===== config.mk =====
export PLATFORM = sky130hd
export DESIGN_NAME = ole_cell
export DESIGN_NICKNAME = d
export VERILOG_FILES = /design/src/rtl/ole_pkg.sv /design/src/rtl/ole_cell.sv
export SDC_FILE = /design/constraint.sdc
export NUM_CORES = 1
export LEC_CHECK = 0
export CORE_AREA = 2 2 54 56
export DETAILED_ROUTE_END_ITERATION = 16
export DIE_AREA = 0 0 56 58
export DONT_BUFFER_PORTS = 1
export GPL_ROUTABILITY_DRIVEN = 0
export GPL_TIMING_DRIVEN = 0
export PLACE_DENSITY = 0.63
export SYNTH_ARGS = -nofsm -noshare
export SYNTH_HDL_FRONTEND = slang
export SYNTH_SLANG_ARGS = --single-unit

===== constraint.sdc =====
create_clock -name clk -period 4.6 [get_ports clk]
set_input_delay 0.46 -clock clk [delete_from_list [all_inputs] [get_ports clk]]
set_output_delay 0.46 -clock clk [all_outputs]
set_load 0.01 [all_outputs]

===== src/rtl/ole_pkg.sv =====
`timescale 1ns / 1ps

package ole_pkg;

    localparam int DATA_W    = 32;
    localparam int POS_W     = 7;
    localparam int DEPTH_DEF = 64;

    typedef enum logic [1:0] {
        OP_INSERT = 2'd0,
        OP_DELETE = 2'd1,
        OP_LOCATE = 2'd2,
        OP_CLEAR  = 2'd3
    } opcode_t;

    typedef enum logic [1:0] {
        ST_OK        = 2'd0,
        ST_BAD_POS   = 2'd1,
        ST_FULL      = 2'd2,
        ST_NOT_FOUND = 2'd3
    } status_t;

    typedef enum logic [1:0] {
        CMD_HOLD   = 2'd0,
        CMD_INSERT = 2'd1,
        CMD_DELETE = 2'd2,
        CMD_ROTATE = 2'd3
    } cell_cmd_t;

    typedef struct packed {
        cell_cmd_t         cmd;
        logic [POS_W-1:0]  pidx;
    } cell_ctrl_t;

endpackage


===== src/rtl/ole_cell.sv =====
`timescale 1ns / 1ps

module ole_cell
    import ole_pkg::*;
#(
    parameter int DEPTH = DEPTH_DEF,
    parameter int INDEX = 0
)
(
    input  logic              clk,
    input  cell_ctrl_t        ctrl,
    input  logic [DATA_W-1:0] load_data,
    input  logic [DATA_W-1:0] left_data,
    input  logic [DATA_W-1:0] right_data,
    output logic [DATA_W-1:0] data
);

    localparam int IDX_W = ($clog2(DEPTH) > POS_W) ? $clog2(DEPTH) + 1 : POS_W + 1;

    logic [DATA_W-1:0] data_reg;
    logic [DATA_W-1:0] data_next;
    logic [IDX_W-1:0]  my_idx;
    logic [IDX_W-1:0]  sel_idx;

    assign my_idx  = IDX_W'(INDEX);
    assign sel_idx = IDX_W'(ctrl.pidx);

    always_comb
    begin
        data_next = data_reg;
        unique case (ctrl.cmd)
            CMD_HOLD:
            begin
                data_next = data_reg;
            end
            CMD_INSERT:
            begin
                if (my_idx > sel_idx)
                begin
                    data_next = left_data;
                end
                else if (my_idx == sel_idx)
                begin
                    data_next = load_data;
                end
            end
            CMD_DELETE:
            begin
                if (my_idx >= sel_idx)
                begin
                    data_next = right_data;
                end
            end
            CMD_ROTATE:
            begin
                data_next = right_data;
            end
            default:
            begin
                data_next = data_reg;
            end
        endcase
    end

    always_ff @(posedge clk)
    begin
        data_reg <= data_next;
    end

    assign data = data_reg;

endmodule


Word level (Yosys, flattened, before mapping)

Index checks and enable logic that the tools add are counted.

Bits in read-only memories: 0
Output and inout port bits: 32
Word-level logic and storage cells: 16
Bits in latches: 0
Memories: 0
Bits in writable memories: 0
Register bits after elaboration: 32

$lt $le $gt $ge: 2
Bitwise logic cells: 1
Equal/unequal tests: 5
Add/subtract/negate cells: 0
Divide/modulo/power cells: 0
$mul: 0
Shift operators: 0
Reductions and logical operators: 3
Muxes and demuxes: 4

Operator list:

| cell                                                                            | number |
|---|---|
| 32-bit 2-to-1 mux                                                               | 3 |
| 32-bit one-hot mux with 3 select lines                                          | 1 |
| 8-bit logical NOT                                                               | 1 |
| 1-bit by 7-bit >= comparator with 1-bit output (first input constant)           | 1 |
| 1-bit by 7-bit greater-than comparator with 1-bit output (first input constant) | 1 |
| 2-bit equality test (second input constant)                                     | 2 |
| 3-bit inequality test (second input constant)                                   | 1 |
| 3-bit AND reduction                                                             | 1 |
| 2-bit by 1-bit equality test with 1-bit output (second input constant)          | 1 |
| 2-bit logical NOT                                                               | 1 |
| 2-bit inequality test (second input constant)                                   | 1 |
| 1-bit NOT                                                                       | 1 |

Longest topological paths before layout

Gate-level depths: netlist of run 1.

Word-level depth: 4
Mapped depth: 4

Least setup slack after synthesis of run 1

Ideal clock, no wire load.

Path type: input-to-reg
Start: in ctrl[2] (netlist name)
End: reg data_reg[0] (netlist: data[0]), enable pin
Path slack: 1.681 ns
Arrival: 2.495 ns
Cell stages on the path: 2
Path through: or4_4 > o31ai_2

Longest elaborated chain between the ends: 3
Elaborated cells between the ends (all ways): 6

Ends and longest elaborated chain:

| item                                                                             | RTL line       | RTL |
|---|---|---|
| start: declaration                                                               | ole_cell.sv:11 | `input cell_ctrl_t ctrl,` |
| 1-bit by 7-bit greater-than comparator with 1-bit output (tied with other cells) | ole_cell.sv:38 | `if (my_idx > sel_idx)` |
| 3-bit inequality test (no line) or 2-bit inequality test (tied branches)         | -              |  |
| 3-bit AND reduction (no line) (*)                                                | -              |  |
| end signal: assignment                                                           | ole_cell.sv:67 | `data_reg <= data_next;` |
| end: declaration                                                                 | ole_cell.sv:20 | `logic [DATA_W-1:0] data_reg;` |

Mark *: on every way between the ends. The rest lies on a longest branch, timed or not.
A chain may end at the register's enable or synchronous reset.

Worst setup path in the final report of run 1

Start: in ctrl[2] (netlist name)
End: reg data_reg[6] (netlist: data[6]), enable pin

The elaborated chain is that of the path after synthesis.

==> results of run 1 <==
==> area by class of cell <==
type / count / area (um2) / area share, %
tap: 31 / 38.8 / 2.60
timing repair buffer: 1 / 27.5 / 1.85
buffer: 4 / 20.0 / 1.34
multi-input combinational: 37 / 407 / 27.3
sequential: 32 / 961 / 64.4
clock buffer: 5 / 37.5 / 2.52
==> worst paths after layout <==
| kind | start | to | slack, ns | cells past startpoint |
|---|---|---|---|---|
| min | load_data[27] | data[27]$_DFFE_PP_ | 0.34 | 1 |
| max | ctrl[2] | data[6]$_DFFE_PP_ | 2.66 | 3 |
==> power groups by stage <==
stage / clock network [mW] / logic (mW) / registers (mW)
3_5_place_dp: 0 / 0.0387 / 0.375
2_1_floorplan: 0 / 0.0289 / 0.373
6_report: 0.129 / 0.0375 / 0.368
3_3_place_gp: 0 / 0.0334 / 0.376
5_1_grt: 0.149 / 0.0416 / 0.370
4_1_cts: 0.138 / 0.0388 / 0.369
==> layout by cell type (no fill, tap or decap) <==
cell type and instances:
or4_4 1, edfxtp_1 32, nand2_1 1, buf_16 1, buf_2 4, mux2_1 28
or3_1 1, o31ai_4 1, mux2_2 4, clkbuf_4 5, nor2_1 1
==> cells by family after synthesis <==
| group | after synthesis | synth area share, % |
|---|---|---|
| flops | 32 | 69.7 |
| buf+inv | 4 | 1.45 |
| compound gates | 1 | 0.907 |
| simple gates | 4 | 1.81 |
| mux | 32 | 26.1 |
==> metrics by stage <==
step                utilization [%]  instance area [um2]  power [mW]
global route                   56.0                 1490       0.561
floorplan                         -                 1380       0.402
global placement               53.2                 1420       0.410
CTS                            56.0                 1490       0.546
finish                         56.0                 1490       0.535
detailed placement             54.6                 1450       0.414
==> layer usage <==
metal	global-route usage (%)	part of all wire (%)	up-vias
met3	9.38	16	7
met5	0	0	-
met4	8.84	2.8	0
li1	-	-	299
met2	22.0	52	68
met1	9.99	29	306
==> key figures, run 1 <==
Outcome
  – Outcome: completed

Clock network
  – H-tree levels: 2
  – Clock slew at reported path FFs: 0.09 ns
  – CTS tree: done
  – Cts hold-fix bufs: 0
  – Post-CTS Setup Bufs: 0
  – Max Buffers Root-to-Sink: 2
  – CTS sink cnt: 32
  – Cts repair resizes: 0
  – Num CTS Buffers: 5
  – Root Driver: clkbuf_4

Drt
  – Routed vias: 680
  – Initial DRC count: 11
  – DR DRC count: 0
  – Drt via density: 6.18
  – Routed len/inst: 19.4 um
  – Drt total wl: 2130 um
  – Final ANT Viol Nets: 0
  – DRT Pass-1 Iters: 2

Yosys
  – Syn nets: 179
  – Yosys warnings: 0
  – Mapped Area: 0.00138 mm2
  – Most frequent cells after synthesis: edfxtp_1, mux2_1, buf_2, mux2_2
  – Post-synthesis sequential area ratio: 69.7%
  – Avg Synthesized Cell Area: 18.9 um2
  – EDFF count, synth: 32
  – Top_reg_cell synth: edfxtp_1
  – Cell taking the most area after synthesis: edfxtp_1
  – Largest cells by area after synthesis: edfxtp_1, mux2_1, mux2_2, buf_2, o31ai_2
  – Fraction of registers with async set/reset: 0%
  – Post-synthesis instance total: 73
  – Yosys reg bits: 32
  – Most common cell in the netlist: edfxtp_1
  – Yosys cell types: 9
  – Synth top area share: 69.7%

Global routing
  – Pin count of the biggest net entering global routing: 19
  – First-pass GRT wire length: 2910 um
  – Vias in the first global route: 661
  – Gr ovfl total: 0
  – Total track usage: 12.8%
  – Initial antenna violation count: 0

STA
  – RSZ-0062 raised after global routing: no
  – Final setup fails: 0
  – Setup_tns: 0 ns
  – Fin Hold WS: 0.341 ns
  – FMAX: 515 MHz
  – Setup ws final: 2.66 ns
  – Final Cycle Share: 42.2%
  – Worst-margin pin slew: 0.844 ns
  – Max transition margin: 43.7%
  – Final hold vios: 0
  – Final critical-path required period: 1.94 ns
  – Fin. max-slew vios: 0

Power and ir drop
  – Maximum VDD drop: 0.000254 V
  – PD cells: 359 mW/mm2
  – Psw: 0.115 mW
  – Flop pwr share: 68.8%
  – Clk pwr share: 24.2%
  – Combinational share of power: 7.0%
  – Static leakage: 0.492 nW
  – Power Internal: 0.420 mW
  – Switching share of power: 21.4%

Die
  – Die Wd: 56 um
  – Initial Utilization: 51.8%
  – Core area: 0.00266 mm2
  – Row count: 19
  – IO Pins: 138
  – Die Y: 58 um
  – Die area: 0.00325 mm2

Critical path
  – WP data arrival: 1.97 ns
  – Critical path type: in -> reg
  – Crit-path cells: or4_4 -> o31ai_4 -> buf_16
  – CP max FO: 18
  – Max incr delay on CP: 0.74 ns
  – Crit path buffers/inverters: 1
  – CP required: 4.63 ns
  – Critical path endpoint category: register
  – Crit-path slowest cell: o31ai_4
  – Crit path max-delay family: compound AO/OA/AOI/OAI gates
  – CP Launch Type: input port

Finish
  – Fin nets: 187
  – Ant. Diodes: 0
  – Share of layout cells above drive strength 1: 20.3%
  – Fin cells: 110
  – Max reg flops: 32
  – P&R area growth vs syn: 8.17%
  – # fillers: 229

Place
  – Setup WS pre-CTS: 2.31 ns
  – HPWL Detailed: 1650 um
  – Port buffer count: 0
  – Placed Cells incl. Taps: 105

Min path
  – Worst min path class: in -> reg

Flow run
  – Max-Cap Viols: 0
(Power assumes the default switching activity.)
==> run 2, diff against run 1 <==
- CORE_AREA: 2 2 54 56 -> 2 2 53 55
- DIE_AREA: 0 0 56 58 -> 0 0 55 57
- PLACE_DENSITY: 0.63 -> 0.65
- clock period: 4.6 -> 1.9 ns (I/O delays scaled with it)
==> run 2 against run 1 <==
Against the previous run: power is 150% higher; largest power group unchanged; first-iteration DRC count is 64% lower; final cell count is 1.8% higher; critical path depth is 2 higher; count of clock-buffer cells in the layout stayed put; setup slack worse by 2.4 ns; highest routed layer unchanged; via count is 1.8% higher.
==> key figures, run 2 (same netlist as run 1, synthesis figures left out) <==
Clock network
  – Root Driver: clkbuf_4
  – CTS tree: done
  – Cts repair resizes: 0 (unchanged)
  – Num CTS Buffers: 5 (unchanged)
  – CTS sink cnt: 32 (unchanged)
  – Cts hold-fix bufs: 0 (unchanged)
  – Clock slew at reported path FFs: 0.09 ns (about the same)
  – Post-CTS Setup Bufs: 0 (unchanged)
  – Max Buffers Root-to-Sink: 2 (unchanged)
  – H-tree levels: 2 (unchanged)

Drt
  – DR DRC count: 0 (unchanged)
  – DRT Pass-1 Iters: 4 (+2)
  – Drt total wl: 2350 um (+10%)
  – Drt via density: 6.18 (about the same)
  – Final ANT Viol Nets: 0 (unchanged)
  – Routed len/inst: 20.9 um (+8.2%)
  – Routed vias: 692 (+1.8%)
  – Initial DRC count: 4 (-7)

Die
  – Core area: 0.00262 mm2 (-1.8%)
  – Die Wd: 55 um (-1.8%)
  – Die Y: 57 um (-1.7%)
  – Die area: 0.00314 mm2 (-3.5%)
  – IO Pins: 138 (unchanged)
  – Row count: 19 (unchanged)
  – Initial Utilization: 52.7% (+0.94 points)

Min path
  – Hold Startpoint: load_data[7]
  – Hold path endpoint: data[7]$_DFFE_PP_
  – Worst hold stages: 1 (unchanged)
  – Worst min path class: in -> reg

Global routing
  – Pin count of the biggest net entering global routing: 21 (+2)
  – Gr ovfl total: 0 (unchanged)
  – First-pass GRT wire length: 3160 um (+8.6%)
  – Met2 Usage GRT: 24.8% (+2.8 points)
  – Most Crowded Layer GR: met2
  – Grt met3 use: 11.0% (+1.6 points)
  – Met1 global-route usage: 15.0% (+5.0 points)
  – Total track usage: 15.7% (+2.8 points)
  – Vias in the first global route: 661 (unchanged)
  – Initial antenna violation count: 0 (unchanged)

Critical path
  – Critical path type: in -> reg
  – Critical path endpoint category: register
  – Crit path launch: ctrl[8]
  – CP max FO: 20 (+2)
  – CP required: 1.93 ns (-2.70 ns)
  – CP Launch Type: input port
  – WP data arrival: 1.65 ns (-0.32 ns)

Place
  – DP Area: 0.00145 mm2 (unchanged)
  – HPWL Detailed: 1820 um (+10%)
  – Placed Cells incl. Taps: 105 (unchanged)
  – Port buffer count: 0 (unchanged)

Finish
  – Design area: 0.00150 mm2 (+0.50%)
  – Fin cells: 112 (+1.8%)
  – Most frequent cells in the layout: edfxtp_1, mux2_1, clkbuf_4
  – Commonest non-fill, non-tap cell in the layout: edfxtp_1
  – Max reg flops: 32 (unchanged)
  – Fin nets: 187 (unchanged)
  – Ant. Diodes: 0 (unchanged)
  – Share of layout cells above drive strength 1: 19.8% (-0.50 points)
  – P&R area growth vs syn: 8.71%

Power and ir drop
  – PD cells: 879 mW/mm2 (+150%)
  – Maximum VDD drop: 0.000638 V (+150%)
  – Static leakage: 0.495 nW (+0.65%)

STA
  – Fin Hold WS: 0.0659 ns (-0.275 ns)
  – FMAX: 618 MHz
  – Fin. max-slew vios: 0 (unchanged)
  – Worst-margin pin slew: 0.775 ns (-0.0691 ns)
  – Final critical-path required period: 1.62 ns
  – Max transition margin: 48.4% (+4.6 points)
  – RSZ-0062 raised after global routing: no
  – Final hold vios: 0 (unchanged)
  – Setup_tns: 0 ns (unchanged)
  – Final setup fails: 0 (unchanged)
  – Final Cycle Share: 85.1%

Flow run
  – Max-Cap Viols: 0 (unchanged)

Outcome
  – Outcome: completed
==> run 2: cell count changes in the layout (fill, tap and decap cells not counted) <==
| cell | previous run | this run |
|---|---|---|
| clkinv_1 | 0 | 2 |
==> run 2: power breakdown <==
group	leakage [nW]	switching, mW	total, mW	internal, mW
clock	0.0261	0.205	0.334	0.129
sequential	0.301	0.0464	0.892	0.846
combinational	0.168	0.0439	0.0920	0.0481
==> run 2: cell type report <==
class	instances	area, um2
flip-flops and latches	32	961
fillers	218	1120
multi-input cells	37	407
clock inverters	2	7.51
clock buffers	5	37.5
repair buffers	1	27.5
well taps	31	38.8
plain buffers	4	20.0
==> run 2: metal layers <==
layer,routed length (um),up-vias
li1,-,300
met1,716,326
met2,1260,61
met3,333,5
met4,31,0
met5,0,-
==> run 2: metrics by stage <==
stage	power, mW	setup WS (ns)	utilization, %
finish	1.32	0.282	57.3
global route	1.39	0.195	57.3
CTS	1.34	0.260	57.3
detailed placement	1.00	-0.0822	55.6
global placement	0.993	-0.458	54.5
floorplan	0.974	-0.119	-
==> run 2: critical path: stages <==
cell     delay (ns)
buf_2          0.16
buf_2          0.25
nor2_1         0.10
o31ai_4        0.70
buf_16         0.24
==> run 2: worst max path at each step <==
stage,endpoint,depth (start not counted)
detailed placement,data[3]$_DFFE_PP_,5
global placement,data[20]$_DFFE_PP_,4
finish,data[10]$_DFFE_PP_,5
global route,data[3]$_DFFE_PP_,5
CTS,data[3]$_DFFE_PP_,5
floorplan,data[0]$_DFFE_PP_,2
